===== src/rtl/hse_pkg.sv =====
// Shared constants, types and helpers for the Hermite spline evaluator.
// No dependencies; every file but hse_ram uses this package.
`default_nettype none
package hse_pkg;

  localparam int MAX_POINTS = 256;
  localparam int FRAC_BITS  = 16;

  localparam int IDX_W  = $clog2(MAX_POINTS);
  localparam int CNT_W  = $clog2(MAX_POINTS + 1);
  localparam int KEY_W  = 25;
  localparam int PC_W   = 9;
  localparam int T_W    = FRAC_BITS + 1;
  localparam int W_W    = FRAC_BITS + 5;
  localparam int PROD_W = 32 + W_W;
  localparam int ACC_W  = PROD_W + 2;
  localparam int DIFF_W = ((KEY_W > IDX_W + FRAC_BITS + 1) ? KEY_W : IDX_W + FRAC_BITS + 1) + 2;

  localparam logic [2:0] CMD_WR_LOC   = 3'd0;
  localparam logic [2:0] CMD_WR_ARR   = 3'd1;
  localparam logic [2:0] CMD_WR_LEV   = 3'd2;
  localparam logic [2:0] CMD_UPDATE   = 3'd3;
  localparam logic [2:0] CMD_EVAL_POS = 3'd4;
  localparam logic [2:0] CMD_EVAL_DER = 3'd5;

  localparam logic [1:0] MODE_AUTO   = 2'd0;
  localparam logic [1:0] MODE_LINEAR = 2'd1;
  localparam logic [1:0] MODE_USER   = 2'd2;

  localparam logic [T_W-1:0] ONE_T  = T_W'(1) << FRAC_BITS;
  localparam logic [31:0]    ONE_32 = 32'(1) << FRAC_BITS;

  typedef logic [2:0][31:0] vec3_t;

  typedef struct packed {
    logic           start;
    logic           deriv;
    logic [T_W-1:0] t;
  } basis_req_t;

  localparam logic signed [ACC_W-1:0] SAT_HI = ACC_W'(64'sd2147483647);
  localparam logic signed [ACC_W-1:0] SAT_LO = -SAT_HI - ACC_W'(1);

  function automatic logic [31:0] sat32(input logic signed [ACC_W-1:0] v);
    logic [31:0] r;
    if (v > SAT_HI) r = 32'h7fff_ffff;
    else if (v < SAT_LO) r = 32'h8000_0000;
    else r = v[31:0];
    return r;
  endfunction

endpackage
`default_nettype wire


===== src/rtl/hse_mac.sv =====
// Shared multiply-accumulate unit: twelve products, one per cycle, three saturated sums.
// Depends on hse_pkg.
`default_nettype none
module hse_mac (
  input  logic                clk,
  input  logic                rst_n,
  input  logic                start,
  input  hse_pkg::vec3_t      p0,
  input  hse_pkg::vec3_t      m0,
  input  hse_pkg::vec3_t      p1,
  input  hse_pkg::vec3_t      m1,
  input  logic [3:0][hse_pkg::W_W-1:0] w,
  output logic                done,
  output hse_pkg::vec3_t      res
);
  import hse_pkg::*;

  logic [3:0] k_r, pk_r;
  logic       run_r, pv_r, done_r;
  logic signed [PROD_W-1:0] prod_r;
  logic signed [ACC_W-1:0]  acc_r, sum;
  logic signed [31:0]       op;
  logic signed [W_W-1:0]    wt;
  vec3_t res_r;

  always_comb begin
    case (k_r[1:0])
      2'd0:    op = $signed(p0[k_r[3:2]]);
      2'd1:    op = $signed(m0[k_r[3:2]]);
      2'd2:    op = $signed(p1[k_r[3:2]]);
      default: op = $signed(m1[k_r[3:2]]);
    endcase
    wt  = $signed(w[k_r[1:0]]);
    sum = (pk_r[1:0] == 2'd0) ? ACC_W'(prod_r) : acc_r + ACC_W'(prod_r);
  end

  always_ff @(posedge clk) begin
    if (!rst_n) begin
      run_r  <= 1'b0;
      pv_r   <= 1'b0;
      done_r <= 1'b0;
      k_r    <= '0;
    end else begin
      done_r <= pv_r && (pk_r == 4'd11);
      pv_r   <= run_r;
      if (start) begin
        run_r <= 1'b1;
        k_r   <= '0;
      end else if (run_r) begin
        k_r <= k_r + 4'd1;
        if (k_r == 4'd11) run_r <= 1'b0;
      end
    end
  end

  always_ff @(posedge clk) begin
    if (run_r) begin
      prod_r <= PROD_W'(op) * PROD_W'(wt);
      pk_r   <= k_r;
    end
    if (pv_r) begin
      acc_r <= sum;
      if (pk_r[1:0] == 2'd3) res_r[pk_r[3:2]] <= sat32(sum >>> FRAC_BITS);
    end
  end

  assign done = done_r;
  assign res  = res_r;
endmodule
`default_nettype wire


===== config.mk =====
export PLATFORM = sky130hd
export DESIGN_NAME = hse_mac
export DESIGN_NICKNAME = d
export VERILOG_FILES = /design/src/rtl/hse_pkg.sv /design/src/rtl/hse_mac.sv
export SDC_FILE = /design/constraint.sdc
export NUM_CORES = 2
export LEC_CHECK = 0
export ABC_AREA = 1
export BUFFER_PORTS_ARGS = -buffer_cell sky130_fd_sc_hd__buf_2
export CORE_UTILIZATION = 40
export CTS_CLUSTER_SIZE = 16
export DETAILED_ROUTE_END_ITERATION = 8
export PLACE_DENSITY = 0.62
export SYNTH_ARGS = -nofsm -noshare
export SYNTH_HDL_FRONTEND = slang
export SYNTH_SLANG_ARGS = --single-unit

===== constraint.sdc =====
create_clock -name clk -period 8.8 [get_ports clk]
set_input_delay 0.44 -clock clk [delete_from_list [all_inputs] [get_ports clk]]
set_output_delay 0.44 -clock clk [all_outputs]
set_load 0.005 [all_outputs]

==> metrics.cfg <==
[worst_setup_path]
worstPathArrival_ns=8.75
crit_family=adder cells
crit_fanout=31
worst_path_largest_cell_delay_ns=0.57
startpoint_type=register
end_kind=register
slowest_stage=fa_1
crit_top_cell=fa_1
critPathBufInv=8
worstSetupPathType=reg -> reg
cp.required_ns=9.10

[timing]
fin_crit_sh_pct=95.95
relSlewSlack_pct=30.77
skew_ns=0.04479
min_period_ns=8.444
slew_violations=0
max_freq_mhz=118.4
hold_violations=0
worst_pin_slew_ns=1.037
setup_viol=0

[detailed_routing]
post_drt_wl_per_cell_um=21.30
post-route-drc-count=0
wl_um=148500
drt_pass1_iterations=5
via_per_inst=5.111
num_vias=35630
ant_nets=0
first_iter_violations=2672

[place]
gp_congestion=0.9720
hpwl_um=125100
portBuffers=567
dp_cells=6906

[die]
coreArea_um2=98130
rows=115
start_util_pct=40.32
ios=568
die_w_um=316.5
die_h_um=316.5
die-area_um2=100200

[cells_and_area]
drive_gt1_share_pct=16.48
syn_to_final_growth_pct=14.52
post_layout_nonfiller_instances=6971
nets=6978
final.fill_count=10030

[synthesis]
ys_seq_area_share_pct=16.14
ys_ff_latch=215
ys_async_sr_fraction_pct=0
synth_cell_types=55
synth_ff_type=edfxtp_1
synth_edf_count=208
avgSynthCellArea_um2=7.757
synth_area_um2=39570
synth_cells=5101
yosysWarningCount=0
synth_nets=6432

[job]
maxCapViolCount=0

[global_route]
groute.usage.overall_pct=29.89
grt_max_degree=84
antenna_found_initial=22
grt_first_pass_wirelength_um=223200
grt_overflow=0
grt_pass1_vias=37020

[clock_tree]
cts.reportedPaths.clkPinSlew_ns=0.06
root_buffer=clkbuf_16
h-tree-depth=1
cts-buffers-inserted=26
cts_hold_buf=0
cts_buffer_depth=3
cts.sink_count=215
cts_tree=built
insertion_delay_ns=0.60

[min_path]
min_path_type=in -> reg

[status]
status=complete, no violations

## worst min-delay path: stages
cell     delay (ns)
buf_2          0.09
nand2_1        0.04
o21ai_0        0.06
## repair_timing
| item | CTS | global route |
|---|---|---|
| buffers inserted | 0 | 0 |
| gates resized for setup | 0 | 15 |
| setup endpoints to repair | 0 | 22 |
| hold endpoints to repair | 0 | 0 |
## Yosys cell counts (3+ instances only)
cell type	number	area, um^2
nand2_1	1135	4260
inv_1	1097	4118
fa_1	670	13410
nor2_1	643	2414
o21ai_0	220	1101
edfxtp_1	208	6246
a21oi_1	205	1026
ha_1	190	2377
clkbuf_1	111	416.7
nand3_1	94	470.5
or2_2	76	475.5
buf_2	48	240.2
xnor2_1	43	376.6
o211ai_1	38	285.3
xor2_1	38	332.8
inv_2	33	123.9
o22ai_1	30	187.7
nor3_1	22	110.1
nor2_2	18	112.6
a31oi_1	16	100.1
buf_1	16	60.06
nand2_2	15	93.84
a32oi_1	13	113.9
o21bai_1	12	90.09
nand4_1	11	68.82
a32oi_2	8	130.1
o21ai_1	8	40.04
dfxtp_1	7	140.1
nand3_2	7	70.07
a21o_1	6	45.04
clkinv_1	6	22.52
mux2i_1	6	60.06
nor4_1	6	37.54
o21a_1	6	45.04
buf_6	4	45.04
a21boi_0	3	22.52
and2_1	3	18.77
buf_8	3	45.04
nand3b_1	3	22.52
nor2_4	3	33.78
## per-stage QoR
step                      worst slack (ns)  hold slack (ns)  setup TNS [ns]  cell area (um^2)  util, %
final                               0.3561          0.09407               0             45310    46.18
after global routing              -0.02023           0.1206        -0.03089             45290    46.15
after CTS                           0.1632          0.06309               0             45220    46.09
after detailed placement            0.1415           0.5153               0             44410    45.25
after global placement              0.1428           0.4994               0             44410    45.25
after floorplan                     0.4228           0.4029               0             39570        -
## cell usage in the layout (no fill, tap or decap), types with 26 or more instances in the layout
master and n:
edfxtp_1 208, o22ai_1 30, inv_2 31, ha_1 186, xor2_1 38, nand3_1 94, nand2_1 1133, or2_2 76
o21ai_0 219, fa_1 669, nor2_1 640, clkbuf_16 26, buf_4 125, buf_2 567, inv_1 1091, a21oi_1 205
o211ai_1 38, xnor2_1 43
## sequential cells by signal, indices dropped and copies added, names as in the netlist
register  cells
acc_r        55
done          1
k_r           4
pk_r          4
prod_r       53
pv_r          1
res          96
run_r         1
## final cells by class
cell class | instances | area [um^2] | share of cell area (%)
Clock inverter | 19 | 157.7 | 0.3479
Antenna cell | 17 | 42.54 | 0.09388
Tap cell | 1287 | 1610 | 3.554
Clock buffer | 29 | 661.9 | 1.461
Timing Repair Buffer | 702 | 3976 | 8.775
Multi-Input combinational cell | 3566 | 28180 | 62.19
Inverter | 1136 | 4290 | 9.468
Sequential cell | 215 | 6392 | 14.11
## cells by family (layout without fill, tap and decap cells)
family / Yosys count / count (layout) / synth area share (%)
AND/OR/NAND/NOR: 2044 / 2044 / 20.85
other: 0 / 17 / 0
AO/OA/AOI/OAI: 575 / 575 / 8.291
buffers and inverters: 1320 / 1886 / 12.87
flip-flops: 215 / 215 / 16.14
adder cells (fa/ha/maj): 860 / 860 / 39.91
multiplexers: 6 / 6 / 0.1518
XOR/XNOR: 81 / 81 / 1.793
## path summary, 6_finish.rpt
path	from	end	slack [ns]	depth (start not counted)
worst min-delay path	start	run_r	0.09	3
worst max register to register	k_r[0]	prod_r[45]	0.36	32
worst max-delay path	k_r[0]	prod_r[45]	0.36	32
worst min register to register	k_r[1]	pk_r[1]	0.53	0
## layer usage
layer	GRT usage, %	wire length, um	vias up
li1	-	-	16470
met1	38.71	60080	17360
met2	49.84	69340	1532
met3	4.035	11420	266
met4	13.26	7593	6
met5	0	36	-
Power is left out: the tool's default activity adds up to more than one toggle a clock period on the data nets, which glitch-free logic cannot reach.
