### config.mk
export PLATFORM = sky130hd
export DESIGN_NAME = hse_basis
export DESIGN_NICKNAME = d
export VERILOG_FILES = /design/src/rtl/hse_pkg.sv /design/src/rtl/hse_basis.sv
export SDC_FILE = /design/constraint.sdc
export NUM_CORES = 2
export LEC_CHECK = 0
export ABC_CLOCK_PERIOD_IN_PS = 7300
export BUFFER_PORTS_ARGS = -buffer_cell sky130_fd_sc_hd__buf_2
export CAP_MARGIN = 20
export CORE_MARGIN = 3
export CORE_UTILIZATION = 49
export DETAILED_ROUTE_END_ITERATION = 10
export PLACE_DENSITY = 0.72
export SYNTH_ARGS = -nofsm -noshare
export SYNTH_HDL_FRONTEND = slang
export SYNTH_SLANG_ARGS = --single-unit
### constraint.sdc
create_clock -name clk -period 7.3 [get_ports clk]
set_input_delay 1.095 -clock clk [delete_from_list [all_inputs] [get_ports clk]]
set_output_delay 1.095 -clock clk [all_outputs]
set_load 0.05 [all_outputs]
### src/rtl/hse_pkg.sv
// Shared constants, types and helpers for the Hermite spline evaluator.
// No dependencies; every file but hse_ram uses this package.
`default_nettype none
package hse_pkg;

  localparam int MAX_POINTS = 256;
  localparam int FRAC_BITS  = 16;

  localparam int IDX_W  = $clog2(MAX_POINTS);
  localparam int CNT_W  = $clog2(MAX_POINTS + 1);
  localparam int KEY_W  = 25;
  localparam int PC_W   = 9;
  localparam int T_W    = FRAC_BITS + 1;
  localparam int W_W    = FRAC_BITS + 5;
  localparam int PROD_W = 32 + W_W;
  localparam int ACC_W  = PROD_W + 2;
  localparam int DIFF_W = ((KEY_W > IDX_W + FRAC_BITS + 1) ? KEY_W : IDX_W + FRAC_BITS + 1) + 2;

  localparam logic [2:0] CMD_WR_LOC   = 3'd0;
  localparam logic [2:0] CMD_WR_ARR   = 3'd1;
  localparam logic [2:0] CMD_WR_LEV   = 3'd2;
  localparam logic [2:0] CMD_UPDATE   = 3'd3;
  localparam logic [2:0] CMD_EVAL_POS = 3'd4;
  localparam logic [2:0] CMD_EVAL_DER = 3'd5;

  localparam logic [1:0] MODE_AUTO   = 2'd0;
  localparam logic [1:0] MODE_LINEAR = 2'd1;
  localparam logic [1:0] MODE_USER   = 2'd2;

  localparam logic [T_W-1:0] ONE_T  = T_W'(1) << FRAC_BITS;
  localparam logic [31:0]    ONE_32 = 32'(1) << FRAC_BITS;

  typedef logic [2:0][31:0] vec3_t;

  typedef struct packed {
    logic           start;
    logic           deriv;
    logic [T_W-1:0] t;
  } basis_req_t;

  localparam logic signed [ACC_W-1:0] SAT_HI = ACC_W'(64'sd2147483647);
  localparam logic signed [ACC_W-1:0] SAT_LO = -SAT_HI - ACC_W'(1);

  function automatic logic [31:0] sat32(input logic signed [ACC_W-1:0] v);
    logic [31:0] r;
    if (v > SAT_HI) r = 32'h7fff_ffff;
    else if (v < SAT_LO) r = 32'h8000_0000;
    else r = v[31:0];
    return r;
  endfunction

endpackage
`default_nettype wire

### src/rtl/hse_basis.sv
// Hermite basis weight unit: t^2, t^3, then the four position or derivative weights.
// Depends on hse_pkg.
`default_nettype none
module hse_basis (
  input  logic                clk,
  input  logic                rst_n,
  input  hse_pkg::basis_req_t req,
  output logic                done,
  output logic [3:0][hse_pkg::W_W-1:0] w
);
  import hse_pkg::*;

  logic [T_W-1:0] t_r, t2_r, t3_r;
  logic           deriv_r;
  logic [2:0]     stage_r;
  logic           done_r;
  logic [3:0][W_W-1:0] w_r, w_nxt;
  logic [2*T_W-1:0] sq;

  always_comb begin
    logic signed [W_W-1:0] ts, t2s, t3s, one;
    ts  = $signed(W_W'(t_r));
    t2s = $signed(W_W'(t2_r));
    t3s = $signed(W_W'(t3_r));
    one = $signed(W_W'(ONE_T));
    if (deriv_r) begin
      w_nxt[0] = W_W'(6 * t2s - 6 * ts);
      w_nxt[1] = W_W'(3 * t2s - 4 * ts + one);
      w_nxt[2] = W_W'(6 * ts - 6 * t2s);
      w_nxt[3] = W_W'(3 * t2s - 2 * ts);
    end else begin
      w_nxt[0] = W_W'(2 * t3s - 3 * t2s + one);
      w_nxt[1] = W_W'(t3s - 2 * t2s + ts);
      w_nxt[2] = W_W'(3 * t2s - 2 * t3s);
      w_nxt[3] = W_W'(t3s - t2s);
    end
  end

  // one shared multiplier: t*t for t^2, then t^2*t for t^3
  assign sq = stage_r[0] ? (2*T_W)'(t_r) * (2*T_W)'(t_r) : (2*T_W)'(t2_r) * (2*T_W)'(t_r);

  always_ff @(posedge clk) begin
    if (!rst_n) begin
      stage_r <= '0;
      done_r  <= 1'b0;
    end else begin
      stage_r <= {stage_r[1:0], req.start};
      done_r  <= stage_r[2];
    end
  end

  always_ff @(posedge clk) begin
    if (req.start) begin
      t_r     <= req.t;
      deriv_r <= req.deriv;
    end
    if (stage_r[0]) t2_r <= T_W'(sq >> FRAC_BITS);
    if (stage_r[1]) t3_r <= T_W'(sq >> FRAC_BITS);
    if (stage_r[2]) w_r <= w_nxt;
  end

  assign done = done_r;
  assign w    = w_r;
endmodule
`default_nettype wire

==> out/results.env <==
SYNTH-SEQ-AREA-SHARE_PCT=13.88
VIA_DENSITY_PER_INSTANCE=5.611
GRT_PASS1_WL_UM=131500
CLOCK-SINKS=139
CRITICAL_PATH.SLOWEST_CELL='sky130_fd_sc_hd__o21ai_0'
WORST_SETUP_PATH_START_KIND='register'
SYNTH.AREA.MUX_SHARE_PCT=0.7518
AVGSYNTHCELLAREA_UM2=8.808
CLOCK_LATENCY_AT_THE_LATER_PIN_OF_THE_WORST_SKEW_PAIR_NS=0.48
CTS.CLK_SLEW.WORST_PATHS_NS=0.08
DRT_FIRST_PASS_ITERS=5
SHARE_OF_THE_CYCLE_NEEDED_BY_THE_CRITICAL_PATH_AFTER_ROUTING_PCT=96.56
POSTSYNTHNETCOUNT=4229
PLACE_CONGESTION=0.9709
MAX_FREQ_MHz=141.9
VIAS=24100
RELSLEWSLACK_PCT=26.78
DRT-WIRELENGTH-PER-CELL_UM=19.26
NUM_IO_PINS=106
CRIT_PATH_MAX_INCR_DELAY_NS=0.54
FINAL-MAX-SLEW-VIOLATION-COUNT=0
FIN_WORST_SETUP_SLACK_NS=0.2509
CRITICAL-PATH-TOP-DELAY-FAMILY='adder cells'
MAXIMUM_CAPACITANCE_VIOLATIONS=0
DETAIL-ROUTE-ANTENNA-NETS=0
SYNTHESIS.AREA_MM2=0.02979
SYNTHARSTFLOPSHARE_PCT=0
POSTLAYOUTCOREUTIL_PCT=54.37
POSTROUTEWIRELENGTH_UM=82710
SYNTH_SIMPLE_GATE_AREA_SHARE_PCT=13.14
ROWS=89
WORST-SLEW-PIN-TRANSITION_NS=1.097
DOMINANTREGCELLSYNTH='sky130_fd_sc_hd__edfxtp_1'
VIOLATION_COUNT_AFTER_THE_FIRST_DETAILED_ROUTE_ITERATION=1678
YS.WARNINGS.COUNT=0
SYNTHCELLS=3382
WORST-ENDPOINT-ARRIVAL_NS=7.22
GRT_BUSIEST_LAYER='met2'
CRITICAL_PATH_CLASS='register to register'
FINALSETUPVIOLCOUNT=0
FINAL.FILL_COUNT=5294
DETAILEDPLACE.WORSTSLACK_NS=0.06837
CRIT_PATH_END_KIND='register'
HTREEDEPTH=4
GRT_USE_TOTAL_PCT=26.60
GLOBAL_ROUTE.USAGE.MET2_PCT=44.10
CLOCKBUFFERDEPTH=2
FINAL.MIN_CLOCK_PERIOD_NS=7.049
MAXIMUM_NUMBER_OF_PINS_ON_ONE_NET_BEFORE_GLOBAL_ROUTE_REPAIR=67
CTS_TREE='done'
CP.BUFFERS_INVERTERS=5
DRT_DRC_VIOLATIONS_LEFT=0
GRT_PASS1_VIAS=24330
GLOBALROUTEOVERFLOWTOTAL=0
CHIPHEIGHT_UM=252.6
CRIT_FANOUT=6
FINAL_NET_COUNT=4354
FLOORPLAN.INITIALDENSITY_PCT=50.00
SYNTH_TOP_FAMILY_BY_AREA='adder cells'
SYNTH-EDFF-COUNT=135
SYNTH-COMPOUND-AREA-SHARE_PCT=11.52
SYNTH-XOR-AREA-SHARE_PCT=5.557
FRACTION_OF_LAYOUT_CELLS_WITH_A_SIZE_SUFFIX_ABOVE_1_PCT=8.040
USE_MET1_PCT=35.25
DP.FINAL_HPWL_UM=68460
CTS_MADE_BUFFERS=17
CTS_HOLD_BUFFERS=0
RUN_STATUS='finished, final reports clean'
PATH_COMMON_CELL='sky130_fd_sc_hd__fa_1'
NUMPORTBUFFERS=105
CLOCK_SKEW_NS=0.02065
ANTENNA_FOUND_INITIAL=4
DIE-WIDTH_UM=252.6
FINAL_WORST_HOLD_SLACK_NS=0.6209
LAYOUT-AREA-OVERHEAD-VS-SYNTH_PCT=8.741
YOSYSUNIQUECELLTYPES=77
CP_DATA_REQUIRED_TIME_NS=7.47
GRT_USE_MET3_PCT=4.579
CLK_ROOT_BUFFER_CELL='sky130_fd_sc_hd__clkbuf_16'
HP-CLASS='register to register'
YOSYS.AREA_SHARE.ADDER_PCT=45.28
AREA_OF_THE_CORE_MM2=0.05958
FLOORPLAN.DIE_AREA_MM2=0.06379
FINAL_NUMBER_OF_HOLD_VIOLATING_ENDPOINTS=0
YOSYS_REGISTER_BITS=139
CRIT_PATH_CELL_TRACE='clkinvlp_4, nor2_1, fa_1, inv_1, fa_1, fa_1, inv_1, fa_1, fa_1, inv_1, fa_1, inv_1, ha_1, nand4_1, nor4_1, a22oi_1, a21boi_0, o21a_1, o21a_1, nor2_1, xor2_1, o21ai_0'
-- cell usage after synthesis (30+ instances only) --
master	count	area, um^2
sky130_fd_sc_hd__inv_1	663	2489
sky130_fd_sc_hd__fa_1	420	8408
sky130_fd_sc_hd__ha_1	406	5080
sky130_fd_sc_hd__nand2_1	355	1333
sky130_fd_sc_hd__nor2_1	268	1006
sky130_fd_sc_hd__a21oi_1	150	750.7
sky130_fd_sc_hd__edfxtp_1	135	4054
sky130_fd_sc_hd__xnor2_1	103	902.1
sky130_fd_sc_hd__clkbuf_1	94	352.8
sky130_fd_sc_hd__o21ai_0	87	435.4
sky130_fd_sc_hd__xor2_1	86	753.2
sky130_fd_sc_hd__nor3_1	56	280.3
sky130_fd_sc_hd__a21o_1	48	360.4
sky130_fd_sc_hd__or3_1	44	275.3
sky130_fd_sc_hd__nand3_1	37	185.2
sky130_fd_sc_hd__o21ai_1	36	180.2
sky130_fd_sc_hd__nor2b_1	30	187.7
-- layer usage --
layer  share of wire, %  routed length, um
met2                 47              38570
met1                 41              34020
met4                3.9               3218
met3                8.3               6901
met5             0.0085                  7
-- cell usage in the layout, fill, tap and decap left out, types with 19 or more instances in the layout --
master | synthesis | routed
sky130_fd_sc_hd__xnor2_1 | 103 | 103
sky130_fd_sc_hd__and3_1 | 25 | 25
sky130_fd_sc_hd__nand2b_1 | 23 | 23
sky130_fd_sc_hd__fa_1 | 420 | 420
sky130_fd_sc_hd__o31ai_1 | 20 | 19
sky130_fd_sc_hd__mux2i_1 | 19 | 19
sky130_fd_sc_hd__o21a_1 | 27 | 27
sky130_fd_sc_hd__ha_1 | 406 | 406
sky130_fd_sc_hd__buf_2 | 0 | 105
sky130_fd_sc_hd__or3_1 | 44 | 44
sky130_fd_sc_hd__a211oi_1 | 25 | 24
sky130_fd_sc_hd__o21ai_0 | 87 | 87
sky130_fd_sc_hd__a21oi_1 | 150 | 149
sky130_fd_sc_hd__nor2_1 | 268 | 268
sky130_fd_sc_hd__buf_4 | 1 | 103
sky130_fd_sc_hd__edfxtp_1 | 135 | 135
sky130_fd_sc_hd__o21bai_1 | 21 | 21
sky130_fd_sc_hd__nor3_1 | 56 | 56
sky130_fd_sc_hd__o21ai_1 | 36 | 35
sky130_fd_sc_hd__inv_1 | 663 | 659
sky130_fd_sc_hd__a21o_1 | 48 | 48
sky130_fd_sc_hd__nor2b_1 | 30 | 30
sky130_fd_sc_hd__xor2_1 | 86 | 86
sky130_fd_sc_hd__nand3_1 | 37 | 37
sky130_fd_sc_hd__nand2_1 | 355 | 355
-- flip-flops by register name, indices dropped and copies added, names as in the netlist --
signal   flops
t_r         17
deriv_r      1
done         1
stage_r      3
t2_r        17
w           83
t3_r        17
-- cell type report --
| type | instances | area, um^2 | share of cell area, % |
|---|---|---|---|
| Antenna cell | 2 | 5.005 | 0.01545 |
| Clock buffer | 17 | 425.4 | 1.313 |
| Clock inverter | 15 | 140.1 | 0.4326 |
| Inverter | 671 | 2530 | 7.810 |
| Multi-Input combinational cell | 2460 | 22740 | 70.19 |
| Sequential cell | 139 | 4138 | 12.77 |
| Tap cell | 773 | 967.2 | 2.986 |
| Timing Repair Buffer | 217 | 1444 | 4.457 |
| Timing Repair inverter | 1 | 7.507 | 0.02318 |
-- path summary, 6_finish.rpt --
check | start | slack, ns | cells past startpoint | end
hold / removal | stage_r[2] | 0.62 | 0 | w[39]
setup reg to reg | t_r[6] | 0.25 | 22 | t3_r[2]
setup / recovery | t_r[6] | 0.25 | 22 | t3_r[2]
hold reg to reg | stage_r[2] | 0.62 | 0 | w[39]
-- worst reg2reg max path, stage by stage, from the launching register on --
cell	delay, ns
sky130_fd_sc_hd__edfxtp_1	0.47
sky130_fd_sc_hd__clkinvlp_4	0.27
sky130_fd_sc_hd__nor2_1	0.30
sky130_fd_sc_hd__fa_1	0.46
sky130_fd_sc_hd__inv_1	0.09
sky130_fd_sc_hd__fa_1	0.46
sky130_fd_sc_hd__fa_1	0.52
sky130_fd_sc_hd__inv_1	0.05
sky130_fd_sc_hd__fa_1	0.49
sky130_fd_sc_hd__fa_1	0.49
sky130_fd_sc_hd__inv_1	0.05
sky130_fd_sc_hd__fa_1	0.48
sky130_fd_sc_hd__inv_1	0.05
sky130_fd_sc_hd__ha_1	0.31
sky130_fd_sc_hd__nand4_1	0.14
sky130_fd_sc_hd__nor4_1	0.36
sky130_fd_sc_hd__a22oi_1	0.22
sky130_fd_sc_hd__a21boi_0	0.40
sky130_fd_sc_hd__o21a_1	0.20
sky130_fd_sc_hd__o21a_1	0.17
sky130_fd_sc_hd__nor2_1	0.06
sky130_fd_sc_hd__xor2_1	0.17
sky130_fd_sc_hd__o21ai_0	0.54
-- stage by stage --
step / TNS, ns / instances / instance area, um^2
2_1_floorplan: 0 / 3382 / 29790
3_3_place_gp: 0 / 4255 / 31730
3_5_place_dp: 0 / 4255 / 31730
4_1_cts: 0 / 4287 / 32290
5_1_grt: -0.02616 / 4293 / 32390
6_report: 0 / 4295 / 32390
-- kinds of logic (layout without fill, tap and decap cells) --
| family | Yosys count | count (layout) |
|---|---|---|
| xor gates and xnor gates | 189 | 189 |
| DFF | 139 | 139 |
| and+or+nand+nor | 887 | 887 |
| other | 0 | 2 |
| adders and majority gates | 826 | 826 |
| AOI/OAI and AO/OA | 536 | 536 |
| buffers and inverters | 783 | 921 |
| muxes | 22 | 22 |
-- repair_timing --
action / 4_1_cts / 5_1_grt
buffers inserted: 0 / 5
gates resized for setup: 0 / 14
endpoints found under the setup margin: 0 / 12
Power is left out: the tool's default activity adds up to more than one toggle a clock period on the data nets, which glitch-free logic cannot reach.
